`src/sv/hbep_pkg.sv`:
```
`timescale 1ns / 1ps
// ---------------------------------------------------------------------------
// HID boot endpoint parser package
// Descriptor codes, field offsets and the result record shared by the design.
// ---------------------------------------------------------------------------
package hbep_pkg;

    // Configuration header checks.
    localparam logic [7:0] DESC_TYPE_CONFIG   = 8'd2;
    localparam int         HDR_TYPE_OFFSET    = 1;
    localparam int         CFG_VALUE_OFFSET   = 5;
    localparam int         MIN_SET_LEN        = 9;

    // Sub-descriptor walk.
    localparam logic [7:0] MIN_DESC_LEN       = 8'd2;
    localparam logic [7:0] BODY_FIRST_POS     = 8'd2;
    localparam logic [7:0] BODY_LAST_POS      = 8'd7;
    localparam int         BODY_DEPTH         = 6;
    localparam int         BODY_IDX_BITS      = $clog2(BODY_DEPTH);

    // Interface and endpoint descriptors.
    localparam logic [7:0] DESC_TYPE_IFACE    = 8'd4;
    localparam logic [7:0] DESC_TYPE_ENDPOINT = 8'd5;
    localparam logic [7:0] MIN_IFACE_LEN      = 8'd9;
    localparam logic [7:0] MIN_ENDPOINT_LEN   = 8'd7;
    localparam logic [7:0] HID_CLASS          = 8'd3;
    localparam logic [7:0] BOOT_SUBCLASS      = 8'd1;
    localparam logic [1:0] XFER_INTERRUPT     = 2'b11;
    localparam int         EP_DIR_BIT         = 7;

    localparam logic [7:0] TARGET_PROTOCOL_RESET = 8'd1;

    typedef struct packed {
        logic        found;
        logic [7:0]  configuration_value;
        logic [7:0]  interface_id;
        logic [7:0]  endpoint_address;
        logic [15:0] max_packet_size;
    } t_result;

endpackage

```
`src/sv/hbep_in_if.sv`:
```
`timescale 1ns / 1ps
// ---------------------------------------------------------------------------
// Descriptor byte channel
// Valid/ready channel that carries one descriptor byte and its end flag.
// ---------------------------------------------------------------------------
interface hbep_in_if;
    logic       valid;
    logic       ready;
    logic [7:0] data_byte;
    logic       last;

    modport source (output valid, output data_byte, output last, input ready);
    modport sink   (input valid, input data_byte, input last, output ready);
endinterface

```
`src/sv/hbep_res_if.sv`:
```
`timescale 1ns / 1ps
// ---------------------------------------------------------------------------
// Parse result channel
// Valid/ready channel that carries one result of a descriptor set.
// ---------------------------------------------------------------------------
interface hbep_res_if;
    logic        valid;
    logic        ready;
    logic        found;
    logic [7:0]  configuration_value;
    logic [7:0]  interface_id;
    logic [7:0]  endpoint_address;
    logic [15:0] max_packet_size;

    modport source (output valid, output found, output configuration_value,
                    output interface_id, output endpoint_address,
                    output max_packet_size, input ready);
    modport sink   (input valid, input found, input configuration_value,
                    input interface_id, input endpoint_address,
                    input max_packet_size, output ready);
endinterface

```
`src/sv/hid_boot_endpoint_descriptor_parser_unit.sv`:
```
`timescale 1ns / 1ps
// The last byte is registered in the input stage, then its result in the output stage.
// One beat per cycle except as below; the walker updates all of its state in one step.
// A held result stalls only the last byte of the next set; other bytes keep flowing.
// Reset (i_rst_n low, synchronous) empties both stages, clears the walk state and
// sets target_protocol to 1 (boot keyboard).
// ---------------------------------------------------------------------------
// HID boot endpoint descriptor parser
// Walks a USB configuration descriptor set byte by byte and reports the boot
// HID interrupt IN endpoint of the interface whose protocol matches.
// ---------------------------------------------------------------------------
module hid_boot_endpoint_descriptor_parser_unit #(
    parameter int COUNT_BITS = 16
) (
    input  logic         i_clk,
    input  logic         i_rst_n,
    input  logic         i_cfg_we,
    input  logic [7:0]   i_cfg_wdata,
    hbep_in_if.sink      i_in,
    hbep_res_if.source   o_res
);
    import hbep_pkg::*;

    // Configuration register: the interface protocol being sought.
    logic [7:0] r_target_protocol;

    // Input stage: one registered byte beat waiting for the walker.
    logic       r_in_valid;
    logic [7:0] r_in_byte;
    logic       r_in_last;

    // Output stage: one finished result waiting for the sink.
    logic    r_out_valid;
    t_result r_out;

    t_result walk_result;
    logic    out_free;
    logic    step;

    // The output slot is free when empty or being drained this cycle.
    assign out_free = !r_out_valid || o_res.ready;
    // A byte that ends the set needs room for its result; other bytes never wait.
    assign step = r_in_valid && (!r_in_last || out_free);
    assign i_in.ready = !r_in_valid || step;

    always_ff @(posedge i_clk) begin
        if (!i_rst_n) begin
            r_target_protocol <= TARGET_PROTOCOL_RESET;
        end else if (i_cfg_we) begin
            r_target_protocol <= i_cfg_wdata;
        end
    end

    always_ff @(posedge i_clk) begin
        if (!i_rst_n) begin
            r_in_valid <= 1'b0;
        end else if (i_in.ready) begin
            r_in_valid <= i_in.valid;
        end
    end

    always_ff @(posedge i_clk) begin
        if (i_in.ready && i_in.valid) begin
            r_in_byte <= i_in.data_byte;
            r_in_last <= i_in.last;
        end
    end

    hbep_walker #(
        .COUNT_BITS (COUNT_BITS)
    ) u_walker (
        .i_clk             (i_clk),
        .i_rst_n           (i_rst_n),
        .i_step            (step),
        .i_data_byte       (r_in_byte),
        .i_last            (r_in_last),
        .i_target_protocol (r_target_protocol),
        .o_result          (walk_result)
    );

    // The result of a set is captured on the step of its last byte.
    always_ff @(posedge i_clk) begin
        if (!i_rst_n) begin
            r_out_valid <= 1'b0;
        end else if (step && r_in_last) begin
            r_out_valid <= 1'b1;
        end else if (o_res.ready) begin
            r_out_valid <= 1'b0;
        end
    end

    always_ff @(posedge i_clk) begin
        if (step && r_in_last) begin
            r_out <= walk_result;
        end
    end

    assign o_res.valid               = r_out_valid;
    assign o_res.found               = r_out.found;
    assign o_res.configuration_value = r_out.configuration_value;
    assign o_res.interface_id        = r_out.interface_id;
    assign o_res.endpoint_address    = r_out.endpoint_address;
    assign o_res.max_packet_size     = r_out.max_packet_size;

`ifndef SYNTHESIS
    a_found_fields_nonzero: assert property (@(posedge i_clk) disable iff (!i_rst_n)
        r_out_valid && r_out.found |-> r_out.configuration_value != 8'd0 &&
        r_out.endpoint_address != 8'd0 && r_out.max_packet_size != 16'd0)
        else $error("found set with a zero field");

    a_last_gives_result: assert property (@(posedge i_clk) disable iff (!i_rst_n)
        step && r_in_last |=> r_out_valid)
        else $error("last byte processed without a result");

    a_no_overwrite: assert property (@(posedge i_clk) disable iff (!i_rst_n)
        r_out_valid && !o_res.ready |-> !(step && r_in_last))
        else $error("result overwritten while held");

    a_input_held: assert property (@(posedge i_clk) disable iff (!i_rst_n)
        r_in_valid && !step |=> r_in_valid && $stable(r_in_byte) && $stable(r_in_last))
        else $error("pending byte lost");
`endif

endmodule

```
`src/sv/hbep_walker.sv`:
```
`timescale 1ns / 1ps
// ---------------------------------------------------------------------------
// Descriptor walker
// Holds the walk state of one descriptor set and updates it one byte a step.
// ---------------------------------------------------------------------------
module hbep_walker #(
    parameter int COUNT_BITS = 16
) (
    input  logic             i_clk,
    input  logic             i_rst_n,
    input  logic             i_step,
    input  logic [7:0]       i_data_byte,
    input  logic             i_last,
    input  logic [7:0]       i_target_protocol,
    output hbep_pkg::t_result o_result
);
    import hbep_pkg::*;

    logic [COUNT_BITS-1:0] r_byte_count, n_byte_count;
    logic [7:0]  r_desc_position, n_desc_position;
    logic [7:0]  r_desc_length, n_desc_length;
    logic [7:0]  r_desc_kind, n_desc_kind;
    logic [7:0]  r_desc_body [BODY_DEPTH];
    logic        r_walk_stopped, n_walk_stopped;
    logic        r_header_good, n_header_good;
    logic        r_iface_sel, n_iface_sel;
    logic [7:0]  r_cfg_seen, n_cfg_seen;
    logic [7:0]  r_iface_seen, n_iface_seen;
    logic [7:0]  r_ep_seen, n_ep_seen;
    logic [15:0] r_mps_seen, n_mps_seen;

    logic                     body_we;
    logic [7:0]               body_off;
    logic [BODY_IDX_BITS-1:0] body_idx;
    logic                     desc_done;
    logic                     set_ok;

    assign body_off = r_desc_position - BODY_FIRST_POS;
    assign body_idx = body_off[BODY_IDX_BITS-1:0];
    assign desc_done = ({1'b0, r_desc_position} + 9'd1) >= {1'b0, r_desc_length};

    always_comb begin
        n_byte_count    = r_byte_count;
        n_desc_position = r_desc_position;
        n_desc_length   = r_desc_length;
        n_desc_kind     = r_desc_kind;
        n_walk_stopped  = r_walk_stopped;
        n_header_good   = r_header_good;
        n_iface_sel     = r_iface_sel;
        n_cfg_seen      = r_cfg_seen;
        n_iface_seen    = r_iface_seen;
        n_ep_seen       = r_ep_seen;
        n_mps_seen      = r_mps_seen;
        body_we         = 1'b0;

        if (r_byte_count == COUNT_BITS'(HDR_TYPE_OFFSET)) begin
            n_header_good = (i_data_byte == DESC_TYPE_CONFIG);
        end
        if (r_byte_count == COUNT_BITS'(CFG_VALUE_OFFSET)) begin
            n_cfg_seen = i_data_byte;
        end

        if (!r_walk_stopped) begin
            if (r_desc_position == 8'd0) begin
                if (i_data_byte < MIN_DESC_LEN) begin
                    n_walk_stopped = 1'b1;
                end else begin
                    n_desc_length   = i_data_byte;
                    n_desc_position = 8'd1;
                end
            end else begin
                if (r_desc_position == 8'd1) begin
                    n_desc_kind = i_data_byte;
                end else if (r_desc_position <= BODY_LAST_POS) begin
                    body_we = 1'b1;
                end
                if (desc_done) begin
                    n_desc_position = 8'd0;
                    // The fields used below were all stored on earlier bytes.
                    if (r_desc_kind == DESC_TYPE_IFACE && r_desc_length >= MIN_IFACE_LEN) begin
                        n_iface_sel = (r_desc_body[3] == HID_CLASS) &&
                                      (r_desc_body[4] == BOOT_SUBCLASS) &&
                                      (r_desc_body[5] == i_target_protocol);
                        if (n_iface_sel) begin
                            n_iface_seen = r_desc_body[0];
                        end
                    end else if (r_desc_kind == DESC_TYPE_ENDPOINT &&
                                 r_desc_length >= MIN_ENDPOINT_LEN && r_iface_sel) begin
                        if (r_desc_body[1][1:0] == XFER_INTERRUPT &&
                            r_desc_body[0][EP_DIR_BIT]) begin
                            n_ep_seen  = r_desc_body[0];
                            n_mps_seen = {r_desc_body[3], r_desc_body[2]};
                        end
                    end
                end else begin
                    n_desc_position = r_desc_position + 8'd1;
                end
            end
        end

        if (r_byte_count != '1) begin
            n_byte_count = r_byte_count + COUNT_BITS'(1);
        end
    end

    // The result reflects the state after the current byte.
    assign set_ok = n_header_good && (n_byte_count >= COUNT_BITS'(MIN_SET_LEN));

    always_comb begin
        o_result.configuration_value = set_ok ? n_cfg_seen   : 8'd0;
        o_result.interface_id        = set_ok ? n_iface_seen : 8'd0;
        o_result.endpoint_address    = set_ok ? n_ep_seen    : 8'd0;
        o_result.max_packet_size     = set_ok ? n_mps_seen   : 16'd0;
        o_result.found = set_ok && (n_cfg_seen != 8'd0) && (n_ep_seen != 8'd0) &&
                         (n_mps_seen != 16'd0);
    end

    always_ff @(posedge i_clk) begin
        if (!i_rst_n || (i_step && i_last)) begin
            r_byte_count    <= '0;
            r_desc_position <= 8'd0;
            r_desc_length   <= 8'd0;
            r_desc_kind     <= 8'd0;
            r_walk_stopped  <= 1'b0;
            r_header_good   <= 1'b0;
            r_iface_sel     <= 1'b0;
            r_cfg_seen      <= 8'd0;
            r_iface_seen    <= 8'd0;
            r_ep_seen       <= 8'd0;
            r_mps_seen      <= 16'd0;
        end else if (i_step) begin
            r_byte_count    <= n_byte_count;
            r_desc_position <= n_desc_position;
            r_desc_length   <= n_desc_length;
            r_desc_kind     <= n_desc_kind;
            r_walk_stopped  <= n_walk_stopped;
            r_header_good   <= n_header_good;
            r_iface_sel     <= n_iface_sel;
            r_cfg_seen      <= n_cfg_seen;
            r_iface_seen    <= n_iface_seen;
            r_ep_seen       <= n_ep_seen;
            r_mps_seen      <= n_mps_seen;
        end
    end

    always_ff @(posedge i_clk) begin
        if (i_step && body_we) begin
            r_desc_body[body_idx] <= i_data_byte;
        end
    end

`ifndef SYNTHESIS
    a_clear_after_last: assert property (@(posedge i_clk) disable iff (!i_rst_n)
        i_step && i_last |=> r_byte_count == '0 && !r_walk_stopped && !r_iface_sel)
        else $error("walk state not cleared after the last byte");

    a_position_in_range: assert property (@(posedge i_clk) disable iff (!i_rst_n)
        r_desc_position != 8'd0 |-> r_desc_position < r_desc_length)
        else $error("descriptor position ran past its length");

    a_stopped_idle: assert property (@(posedge i_clk) disable iff (!i_rst_n)
        r_walk_stopped |-> r_desc_position == 8'd0)
        else $error("stopped walk inside a descriptor");
`endif

endmodule
```
`src/flat_wrapper.sv`:
```
// flat-port wrapper written by rule: the top's interface ports become plain ports
module hid_boot_endpoint_descriptor_parser_unit_flat import hbep_pkg::*;
#(
    parameter int COUNT_BITS = 16
)
  (i_clk, i_rst_n, i_cfg_we, i_cfg_wdata, i_in_valid, i_in_data_byte, i_in_last, i_in_ready, o_res_valid, o_res_found, o_res_configuration_value, o_res_interface_id, o_res_endpoint_address, o_res_max_packet_size, o_res_ready);
  hbep_in_if i_in_i ();
  hbep_res_if o_res_i ();
  input  logic i_clk;
  input  logic i_rst_n;
  input  logic i_cfg_we;
  input  logic [7:0] i_cfg_wdata;
  input wire logic [$bits(i_in_i.valid)-1:0] i_in_valid;
  input wire logic [$bits(i_in_i.data_byte)-1:0] i_in_data_byte;
  input wire logic [$bits(i_in_i.last)-1:0] i_in_last;
  output wire logic [$bits(i_in_i.ready)-1:0] i_in_ready;
  output wire logic [$bits(o_res_i.valid)-1:0] o_res_valid;
  output wire logic [$bits(o_res_i.found)-1:0] o_res_found;
  output wire logic [$bits(o_res_i.configuration_value)-1:0] o_res_configuration_value;
  output wire logic [$bits(o_res_i.interface_id)-1:0] o_res_interface_id;
  output wire logic [$bits(o_res_i.endpoint_address)-1:0] o_res_endpoint_address;
  output wire logic [$bits(o_res_i.max_packet_size)-1:0] o_res_max_packet_size;
  input wire logic [$bits(o_res_i.ready)-1:0] o_res_ready;
  assign i_in_i.valid = i_in_valid;
  assign i_in_i.data_byte = i_in_data_byte;
  assign i_in_i.last = i_in_last;
  assign i_in_ready = i_in_i.ready;
  assign o_res_valid = o_res_i.valid;
  assign o_res_found = o_res_i.found;
  assign o_res_configuration_value = o_res_i.configuration_value;
  assign o_res_interface_id = o_res_i.interface_id;
  assign o_res_endpoint_address = o_res_i.endpoint_address;
  assign o_res_max_packet_size = o_res_i.max_packet_size;
  assign o_res_i.ready = o_res_ready;
  hid_boot_endpoint_descriptor_parser_unit #(.COUNT_BITS(COUNT_BITS)) u_core (.i_clk(i_clk), .i_rst_n(i_rst_n), .i_cfg_we(i_cfg_we), .i_cfg_wdata(i_cfg_wdata), .i_in(i_in_i), .o_res(o_res_i));
endmodule
```
`config.mk`:
```
export PLATFORM = sky130hd
export DESIGN_NAME = hid_boot_endpoint_descriptor_parser_unit_flat
export DESIGN_NICKNAME = d
export VERILOG_FILES = /design/src/sv/hbep_pkg.sv /design/src/sv/hbep_in_if.sv /design/src/sv/hbep_res_if.sv /design/src/sv/hid_boot_endpoint_descriptor_parser_unit.sv /design/src/sv/hbep_walker.sv /design/src/flat_wrapper.sv
export SDC_FILE = /design/constraint.sdc
export NUM_CORES = 1
export LEC_CHECK = 0
export ABC_AREA = 1
export BUFFER_PORTS_ARGS = -buffer_cell sky130_fd_sc_hd__buf_2
export CAP_MARGIN = 40
export CELL_PAD_IN_SITES_DETAIL_PLACEMENT = 0
export CELL_PAD_IN_SITES_GLOBAL_PLACEMENT = 2
export CORE_MARGIN = 2
export CORE_UTILIZATION = 40
export CTS_CLUSTER_SIZE = 20
export DETAILED_ROUTE_END_ITERATION = 12
export PLACE_DENSITY = 0.83
export SYNTH_ARGS = -nofsm -noshare
export SYNTH_HDL_FRONTEND = slang
export SYNTH_SLANG_ARGS = --single-unit
```
`constraint.sdc`:
```
create_clock -name i_clk -period 4.4 [get_ports i_clk]
set_input_delay 0.66 -clock i_clk [delete_from_list [all_inputs] [get_ports i_clk]]
set_output_delay 0.66 -clock i_clk [all_outputs]
set_load 0.02 [all_outputs]
```
==> results of run 1 <==
worst max-delay path: stages, from the launching register on:
cell,delay [ps]
dfxtp_1,470
nand2_1,130
nor2_1,180
xor2_1,160
inv_1,70
ha_1,270
nand2_1,60
inv_1,40
nand3_1,60
nand3_1,60
nand2_1,60
nand2_1,60
nand2_1,70
nand2_1,130
nand2_1,540
nand2_1,100
nand2_1,130
nand2_1,70
nor2_1,110
nand2_1,80
nor2_1,100
nor2_1,40
routing by layer:
layer / vias up / share of wire / track usage
met5: - / 0 / 0
li1: 3330 / - / -
met4: 0 / 0.014 / 0.05238
met3: 19 / 0.031 / 0.03018
met1: 2892 / 0.50 / 0.2523
met2: 98 / 0.45 / 0.2894
power breakdown:
group | total [mW] | leakage [nW] | internal (mW) | switching [mW]
Sequential | 1.91 | 1.57 | 1.87 | 0.0428
Clock | 1.53 | 0.286 | 0.820 | 0.709
Combinational | 0.360 | 2.18 | 0.115 | 0.245
registers in the layout (all words and copies together) (netlist names), 16 cells and up:
register	flops
u_core.o_res.max_packet_size	16
u_core.u_walker.r_byte_count	16
u_core.u_walker.r_desc_body	42
u_core.u_walker.r_mps_seen	16
how the worst max path moves through the flow:
stage / start / to / cells past startpoint
floorplan: u_core.u_walker.r_desc_position[0] / u_core.o_res.found / 18
global placement: u_core.u_walker.r_desc_position[2] / u_core.o_res.found / 21
detailed placement: u_core.u_walker.r_desc_position[2] / u_core.o_res.found / 17
CTS: u_core.u_walker.r_desc_position[2] / u_core.o_res.found / 17
global route: u_core.u_walker.r_desc_position[2] / u_core.o_res.found / 21
finish: u_core.u_walker.r_desc_position[2] / u_core.o_res.found / 21
layout by cell type (no fill, tap or decap), types with 8 or more instances in the layout:
| cell type | synthesis | routed |
|---|---|---|
| nand2_1 | 206 | 206 |
| inv_1 | 144 | 143 |
| nor2_1 | 117 | 117 |
| dfxtp_1 | 93 | 93 |
| edfxtp_1 | 92 | 92 |
| buf_2 | 7 | 64 |
| o21ai_0 | 45 | 45 |
| nand3_1 | 44 | 44 |
| a21oi_1 | 39 | 39 |
| o211ai_1 | 31 | 31 |
| nor3_1 | 17 | 17 |
| clkbuf_16 | 0 | 17 |
| xor2_1 | 15 | 15 |
| ha_1 | 14 | 14 |
| nand4_1 | 12 | 12 |
| nand3b_1 | 12 | 12 |
| buf_4 | 2 | 12 |
| inv_2 | 7 | 8 |
| nor2_2 | 8 | 8 |
| a21oi_2 | 8 | 8 |
layout make-up:
class / instances / area (sq um)
clock buffer: 18 / 439.2
clock inverter: 14 / 158.9
fill: 2134 / 11200
inverter: 153 / 574.3
multi-input combinational: 609 / 3094
sequential: 185 / 4624
tap: 275 / 344.1
timing repair buffer: 78 / 450.4
cell families after synthesis:
| group | after synthesis | share of synthesized area |
|---|---|---|
| xor+xnor | 19 | 0.01964 |
| buf+inv | 188 | 0.08918 |
| fa+ha+maj | 14 | 0.02067 |
| compound gates | 139 | 0.09907 |
| flops | 185 | 0.5457 |
| simple gates | 437 | 0.2257 |
per-stage QoR:
step	instances	area, sq um
3_5_place_dp	1300	9087
3_3_place_gp	1299	9067
5_1_grt	1332	9686
4_1_cts	1332	9686
6_report	1332	9686
2_1_floorplan	982	8474
==> qor.yml, run 1 <==
status: "completed"
syn_inst: 982
drc: 0
worst_slew_pin_slew_ps: 805.3
num_vias: 6339
cts_root_buf: "clkbuf_16"
die_x_um: 149.6
worstReg2RegEnd: "u_core.o_res.found"
finClkSkew_ps: 14.08
wl_um: 19220
fin_setup_tns_ps: 0
cts_hold_buf: 0
synth.yosys.seq_area_share: 0.5457
wl_per_cell_um: 14.43
min-delay-start: "i_in_data_byte[4]"
synthTopCellsByArea: "edfxtp_1, dfxtp_1, nand2_1, inv_1, nor2_1"
hold_path_depth: 1
synth_top_area_frac: 0.3260
hold_end: "u_core.r_in_byte[4]"
grt_pass1_vias: 5919
synth_edf_count: 92
fin_util: 0.4637
crit_arrival_ps: 3460
ys_warn_count: 0
finalSetupViolCount: 0
worstPathRequired_ps: 4590
viasPerCell: 4.759
slew_viol_final: 0
dp_worst_setup_slack_ps: 1141
ys.flop_type: "dfxtp_1"
drtPass1Iterations: 4
drive_above_1_share: 0.1429
fin_ws_ps: 1134
critPathKind: "flip-flop to flip-flop"
diodes: 0
end_kind: "flip-flop"
min_path_type: "primary input to flip-flop"
worstSkewPairLatency_ps: 440
grt_pass1_wl_um: 31190
track_usage: 0.1807
fp.dieH_um: 149.6
clkTransAtPathRegs_ps: 80
syn_area_sq_um: 8474
gp_congestion: 0.7708
hold_slack_ps: 394.1
r2r_setup_slack_ps: 1130
yosysMostFrequentCell: "nand2_1"
cts_tree: "built"
total_power_mw: 3.800
place.port_buffers: 64
syn_nets: 1018
cp_max_fo: 20
finalCritPeriodShare: 0.7423
powerDensity_nw_per_um2: 392.4
finalHoldViolCount: 0
rsz0062_at_grt: "no"
synth_cell_types: 40
postCtsSetupRepairBufs: 0
crit_path_start_kind: "flip-flop"
cts.htree.levels: 4
cts_buffer_depth: 2
antenna_found_initial: 0
rr_worst_depth: 21
cts_resized: 0
drt_iter0_drc: 330
die_area_sq_um: 22370
initial_utilization: 0.4057
peakVddDrop_uv: 260.2
synth_top_area_cell: "edfxtp_1"
rows: 53
nNetsFinal: 1080
r2r-start: "u_core.u_walker.r_desc_position[2]"
antenna_left: 0
async_flop_share: 0
p_leak_nw: 4.041
cts_buffers: 17
grt_max_degree: 58
fmax_mhz: 306.2
syn_to_final_growth_pct: 14.29
period_minus_slack_ps: 3266
synth_common_cells: "nand2_1, inv_1, nor2_1, dfxtp_1, edfxtp_1"
clock-sinks: 185
grt_overflow_total: 0
synth-seq-cells: 185
ios: 65
drv_cap: 0
coreArea_sq_um: 20890
relSlewSlack: 0.4598
dp_hpwl_um: 13800
avgSynthCellArea_sq_um: 8.630
(Power assumes the default switching activity.)
==> run 2: changes to the inputs <==
- ABC_AREA: 1 -> 0
- PLACE_DENSITY: 0.83 -> 0.78
- clock period: 4.4 -> 3.4 ns (I/O delays scaled with it)
==> qor.yml, run 2 <==
status: "completed"
critPathKind: "flip-flop to flip-flop"
r2r_setup_slack_ps: 300  # -840 ps
worstReg2RegEnd: "u_core.o_res.max_packet_size[7]"
die_x_um: 147.6  # -1.3%
fp.dieH_um: 147.6  # -1.3%
hold_slack_ps: 255.4  # -138.6 ps
drt_iter0_drc: 303  # -8.2%
track_usage: 0.1773  # -0.003383
final_common_cell: "nor2_1"
synth-seq-cells: 185  # unchanged
r2r-start: "u_core.u_walker.r_desc_position[1]"
finalSetupViolCount: 0  # unchanged
post_dp_cell_area_sq_um: 8966  # -1.3%
worst_slew_pin_slew_ps: 931.2  # +125.8 ps
yosysMostFrequentCell: "nor2_1"
ys_warn_count: 0  # unchanged
worstSkewPairLatency_ps: 430  # about the same
cts_root_buf: "clkbuf_16"
min_path_type: "primary input to flip-flop"
coreArea_sq_um: 20230  # -3.1%
startpoint: "u_core.u_walker.r_desc_position[1]"
gp_congestion: 0.8297  # +7.6%
grt_max_degree: 42  # -28%
initial_utilization: 0.4077  # +0.002051
period_minus_slack_ps: 3101  # -164.6 ps
synthAdderAreaFrac: 0.02123  # +0.0005611
synth_top_area_cell: "edfxtp_1"
viasPerCell: 5.166  # +8.5%
syn_to_final_growth_pct: 16.18
postCtsSetupRepairBufs: 0  # unchanged
synth.yosys.seq_area_share: 0.5605  # +0.01481
cts_buffers: 17  # unchanged
p_leak_nw: 3.815  # -5.6%
clock-sinks: 185  # unchanged
crit_path_start_kind: "flip-flop"
synth_common_cells: "nor2_1, dfxtp_1, edfxtp_1, mux2i_1, nand2_1"
final_area_sq_um: 9585  # -1.0%
final_cell_count_no_fill: 1116  # -16%
antenna_found_initial: 0  # unchanged
drc: 0  # unchanged
worst_path_largest_cell_delay_ps: 440  # -100 ps
crit_arrival_ps: 3270  # -190 ps
path_cells: "ha_1 -> nand3_1 -> and2_1 -> or2_2 -> ha_1 -> a21oi_1 -> o22ai_1 -> a211oi_2 -> o31ai_4 -> and3b_1 -> buf_4 -> nand2_1 -> a21oi_2"
path_common_cell: "ha_1"
wl_per_cell_um: 16.74  # +16%
peakVddDrop_uv: 330.8  # +27%
synth-xor-area-share: 0.02548  # +0.005841
drtPass1Iterations: 5  # +1
rr_worst_depth: 13  # -38%
grt_overflow_total: 0  # unchanged
slew_viol_final: 0  # unchanged
dp_hpwl_um: 13010  # -5.7%
place_inst: 1084  # -17%
powerDensity_nw_per_um2: 476.8  # +22%
cts_tree: "built"
worstPathRequired_ps: 3570  # -1020 ps
place.port_buffers: 64  # unchanged
finalCritPeriodShare: 0.9122  # +0.1699
ys.flop_type: "dfxtp_1"
top_register: "u_core.u_walker.r_desc_body"
num_vias: 5765  # -9.1%
synthSimpleGateAreaFrac: 0.1899  # -0.03588
crit_end: "u_core.o_res.max_packet_size[7]"
clkTransAtPathRegs_ps: 70  # about the same
largest_reg_flops: 42  # unchanged
synth_cell_types: 57  # +43%
cp_max_fo: 22  # +10%
drv_cap: 0  # unchanged
synth_top_area_frac: 0.3348  # +0.008850
synth_edf_count: 92  # unchanged
synth_compound_area_frac: 0.06961  # -0.02946
muxShareOfSynthArea: 0.1031  # +0.1031
die_area_sq_um: 21790  # -2.6%
diodes: 0  # unchanged
cts_buffer_depth: 2  # unchanged
antenna_left: 0  # unchanged
fmax_mhz: 322.4  # +5.3%
cp_slowest_cell: "dfxtp_1"
cts.htree.levels: 4  # unchanged
final_cell_mix: "nor2_1, edfxtp_1, dfxtp_1, mux2i_1, nand2_1"
syn_nets: 793  # -22%
rows: 52  # -1.9%
total_power_mw: 4.570  # +20%
hold_path_depth: 1  # unchanged
wl_um: 18680  # -2.8%
finalHoldViolCount: 0  # unchanged
synthTopCellsByArea: "edfxtp_1, dfxtp_1, mux2i_1, nor2_1, nand2_1"
relSlewSlack: 0.3711  # -0.08868
ios: 65  # unchanged
syn_inst: 757  # -23%
synth_top_family_by_area: "simple AND/OR/NAND/NOR gates"
fin_setup_tns_ps: 0  # unchanged
avgSynthCellArea_sq_um: 10.90  # +26%
end_kind: "flip-flop"
nNetsFinal: 869  # -20%
drive_above_1_share: 0.1998  # +0.05691
grt_pass1_wl_um: 30170  # -3.3%
grt_pass1_vias: 5746  # -2.9%
rsz0062_at_grt: "no"
async_flop_share: 0  # unchanged
finClkSkew_ps: 13.26  # -0.8189 ps
syn_area_sq_um: 8250  # -2.6%
## run 2: changes by cell type after synthesis, moves of 11 or more
cell / previous run / this run
a21oi_1: 39 / 15
a21oi_2: 8 / 24
inv_1: 144 / 17
mux2i_1: 0 / 85
nand2_1: 206 / 79
nand3_1: 44 / 18
nor2b_1: 0 / 11
nor4_1: 6 / 18
o211ai_1: 31 / 0
o21ai_0: 45 / 8
## run 2: metrics by stage
stage | worst slack, ps | utilization
after CTS | 170.6 | 0.4729
after global placement | 211.3 | 0.4431
final | 298.6 | 0.4737
after global routing | 6.408 | 0.4737
after floorplan | 421.0 | -
after detailed placement | 188.2 | 0.4431
## run 2: per-layer routing
layer,GRT usage,vias to the layer above,share of wire
met5,0,-,0
met4,0.06971,0,0.022
met2,0.3112,89,0.50
li1,-,2845,-
met1,0.2212,2809,0.45
met3,0.02469,22,0.026
## run 2: kinds of logic after synthesis
| logic type | count (synthesis) |
|---|---|
| mux | 85 |
| xor+xnor | 24 |
| simple gates | 324 |
| buf+inv | 51 |
| compound gates | 74 |
| fa+ha+maj | 14 |
| flops | 185 |
## run 2: worst min path at each step
| stage | end | slack [ps] | startpoint |
|---|---|---|---|
| 6_report | u_core.r_in_last | 260 | i_in_last |
| 5_1_grt | u_core.r_in_byte[0] | 240 | i_in_data_byte[0] |
| 4_1_cts | u_core.r_in_last | 230 | i_in_last |
| 3_5_place_dp | u_core.u_walker.r_iface_seen[2] | 480 | u_core.u_walker.r_iface_seen[2] |
| 3_3_place_gp | u_core.u_walker.r_iface_sel | 470 | u_core.u_walker.r_iface_sel |
| 2_1_floorplan | u_core.u_walker.r_iface_sel | 460 | u_core.u_walker.r_iface_sel |
## run 2: power breakdown
group / internal (mW) / switching, mW
clock: 1.08 / 0.911
combinational: 0.0700 / 0.130
sequential: 2.36 / 0.0186
## run 2: layout make-up
| type | count | area [sq um] |
|---|---|---|
| fill | 1897 | 10650 |
| sequential | 185 | 4627 |
| multi-input combinational | 521 | 3393 |
| timing repair buffer | 91 | 560.5 |
| clock buffer | 18 | 450.4 |
| tap | 270 | 337.8 |
| clock inverter | 14 | 152.6 |
| inverter | 17 | 63.81 |
## run 2: critical path: cells and delay by family, from the launching register on
family,cells,cell delay [ps]
flip-flops,1,440
AO/OA/AOI/OAI,5,710
adder cells (fa/ha/maj),2,480
buffers and inverters,1,220
AND/OR/NAND/NOR,5,980
## run 2: what timing repair did
action | CTS | global route
setup endpoints to repair | 0 | 34
gates resized for setup | 0 | 4
hold buffers | 0 | 0
==> run 3: changes to the inputs <==
- CORE_MARGIN: 2 -> 8
- TNS_END_PERCENT: default -> 50
==> qor.yml, run 3 (synthesis results as in run 2) <==
crit_arrival_ps: 3230  # -40 ps
gp_congestion: 0.8458  # +1.9%
drtPass1Iterations: 5  # unchanged
worst_slew_pin_slew_ps: 640.2  # -290.9 ps
cts.htree.levels: 4  # unchanged
min_path_type: "primary input to flip-flop"
rr_worst_depth: 13  # unchanged
hold_end: "u_core.r_in_byte[7]"
worstReg2RegEnd: "u_core.o_res.interface_id[4]"
cts_buffer_depth: 2  # unchanged
place_inst: 1083  # -0.092%
worstPathRequired_ps: 3570  # about the same
slew_viol_final: 0  # unchanged
finalCritPeriodShare: 0.8998  # -0.01242
fin_setup_tns_ps: 0  # unchanged
intPower_mw: 3.441  # -2.0%
period_minus_slack_ps: 3059  # -42.22 ps
grt_overflow_total: 0  # unchanged
die_area_sq_um: 25480  # +17%
status: "completed"
r2r-start: "u_core.u_walker.r_desc_position[2]"
antenna_found_initial: 0  # unchanged
syn_to_final_growth_pct: 15.77
largest_reg_flops: 42  # unchanged
drv_cap: 0  # unchanged
clockPowerShare: 0.417  # -0.019
r2r_setup_slack_ps: 340  # +40 ps
track_usage: 0.1521  # -0.02518
ff_latch_area_sq_um: 4626  # about the same
p_switching_mw: 0.9835  # -7.2%
clkTransAtPathRegs_ps: 70  # about the same
cts_tree: "built"
finClkSkew_ps: 11.98  # -1.284 ps
grt_pass1_vias: 5705  # -0.71%
drc: 0  # unchanged
hold_path_depth: 1  # unchanged
combPwrFrac: 0.044  # about the same
powerDensity_nw_per_um2: 463.2  # -2.9%
nNetsFinal: 868  # -0.12%
final_cell_count_no_fill: 1115  # -0.090%
clock-sinks: 185  # unchanged
peakVddDrop_uv: 316.0  # -4.5%
cts_buffers: 17  # unchanged
pwr-share-seq: 0.539  # +0.019
ios: 65  # unchanged
diodes: 0  # unchanged
switching_share: 0.2223  # -0.009704
end_kind: "flip-flop"
multi_input_area_sq_um: 3393  # unchanged
postCtsSetupRepairBufs: 0  # unchanged
initial_utilization: 0.4077  # unchanged
place.port_buffers: 64  # unchanged
total_power_mw: 4.424  # -3.2%
cp_max_fo: 8  # -64%
viasPerCell: 5.157  # -0.17%
final_common_cell: "nor2_1"
rows: 52  # unchanged
finalSetupViolCount: 0  # unchanged
grt_pass1_wl_um: 30980  # +2.7%
top_register: "u_core.u_walker.r_desc_body"
rsz0062_at_grt: "no"
num_vias: 5750  # -0.26%
wl_um: 19250  # +3.1%
die_x_um: 159.6  # +8.1%
final_cell_mix: "nor2_1, edfxtp_1, dfxtp_1, mux2i_1, nand2_1"
coreArea_sq_um: 20230  # unchanged
fill_cells: 1857  # -2.1%
p_leak_nw: 3.799  # -0.42%
cts_root_buf: "clkbuf_16"
drt_iter0_drc: 315  # +4.0%
min-delay-start: "i_in_data_byte[7]"
fp.dieH_um: 159.6  # +8.1%
wl_per_cell_um: 17.27  # +3.2%
finalHoldViolCount: 0  # unchanged
dp_hpwl_um: 13270  # +2.0%
relSlewSlack: 0.5676  # +0.1965
crit_path_start_kind: "flip-flop"
fmax_mhz: 326.9  # +1.4%
worstSkewPairLatency_ps: 420  # about the same
critPathKind: "flip-flop to flip-flop"
drive_above_1_share: 0.1917  # -0.008048
antenna_left: 0  # unchanged
grt_max_degree: 42  # unchanged
run 3: cell count changes in the layout (fill, tap and decap cells not counted), moves of 2 or more:
| cell | delta |
|---|---|
| buf_4 | -4 |
| clkbuf_1 | +4 |
| buf_12 | +3 |
| inv_6 | -3 |
| clkinv_2 | +2 |
| clkinv_8 | -2 |
run 3: worst max-delay path by stage:
stage / start / end / slack, ps / cells after the start
after CTS: u_core.u_walker.r_desc_position[0] / u_core.o_res.interface_id[4] / 220 / 13
after floorplan: u_core.u_walker.r_desc_position[0] / u_core.u_walker.r_mps_seen[10] / 420 / 13
final: u_core.u_walker.r_desc_position[2] / u_core.o_res.interface_id[4] / 340 / 13
after global placement: u_core.u_walker.r_desc_position[0] / u_core.u_walker.r_desc_position[4] / 290 / 12
after global routing: u_core.u_walker.r_desc_position[2] / u_core.u_walker.r_desc_position[5] / 80 / 12
after detailed placement: u_core.u_walker.r_desc_position[0] / u_core.o_res.interface_id[4] / 240 / 11
run 3: metal layers:
| layer | global-route usage | share of wire | up-vias | wire length, um |
|---|---|---|---|---|
| met2 | 0.2654 | 0.51 | 95 | 9786 |
| met1 | 0.1864 | 0.45 | 2798 | 8624 |
| li1 | - | - | 2843 | - |
| met5 | 0 | 0 | - | 0 |
| met4 | 0.04288 | 0.011 | 0 | 221 |
| met3 | 0.03188 | 0.032 | 14 | 620 |
run 3: critical path: stages (launching register included):
cell      delay, ps
dfxtp_1         450
nand3_1         200
nor2_1          170
nand3_1         110
xnor2_1         230
ha_1            300
nand3_1         160
o22ai_1         120
a211oi_2        290
o31ai_4         180
nand4_1         120
buf_4           200
mux2i_1         210
nor2_1           50
run 3: cell type report:
class,instances,area share
multi-input cells,521,0.3553
clock buffers,21,0.04611
flip-flops and latches,185,0.4843
repair buffers,90,0.06183
well taps,270,0.03537
clock inverters,11,0.01048
inverters,17,0.006681
run 3: timing repair:
action,CTS,global route
endpoints found under the setup margin,0,13
hold buffers,0,0
resized for setup,0,3
run 3: power by group through the flow:
stage / clock network, mW / registers (mW) / logic (mW)
after global placement: 0 / 2.43 / 0.192
after floorplan: 0 / 2.44 / 0.106
after CTS: 1.90 / 2.38 / 0.196
after detailed placement: 0 / 2.43 / 0.196
final: 1.84 / 2.38 / 0.197
after global routing: 1.99 / 2.39 / 0.216
run 3: per-stage QoR:
step / hold WS [ps] / worst slack (ps) / area, sq um / util
2_1_floorplan: 455.6 / 421.0 / 8250 / -
3_3_place_gp: 473.0 / 291.0 / 8996 / 0.4446
3_5_place_dp: 484.0 / 235.0 / 8996 / 0.4446
4_1_cts: 234.9 / 224.5 / 9537 / 0.4713
5_1_grt: 231.1 / 79.11 / 9552 / 0.4721
6_report: 255.6 / 340.8 / 9552 / 0.4721
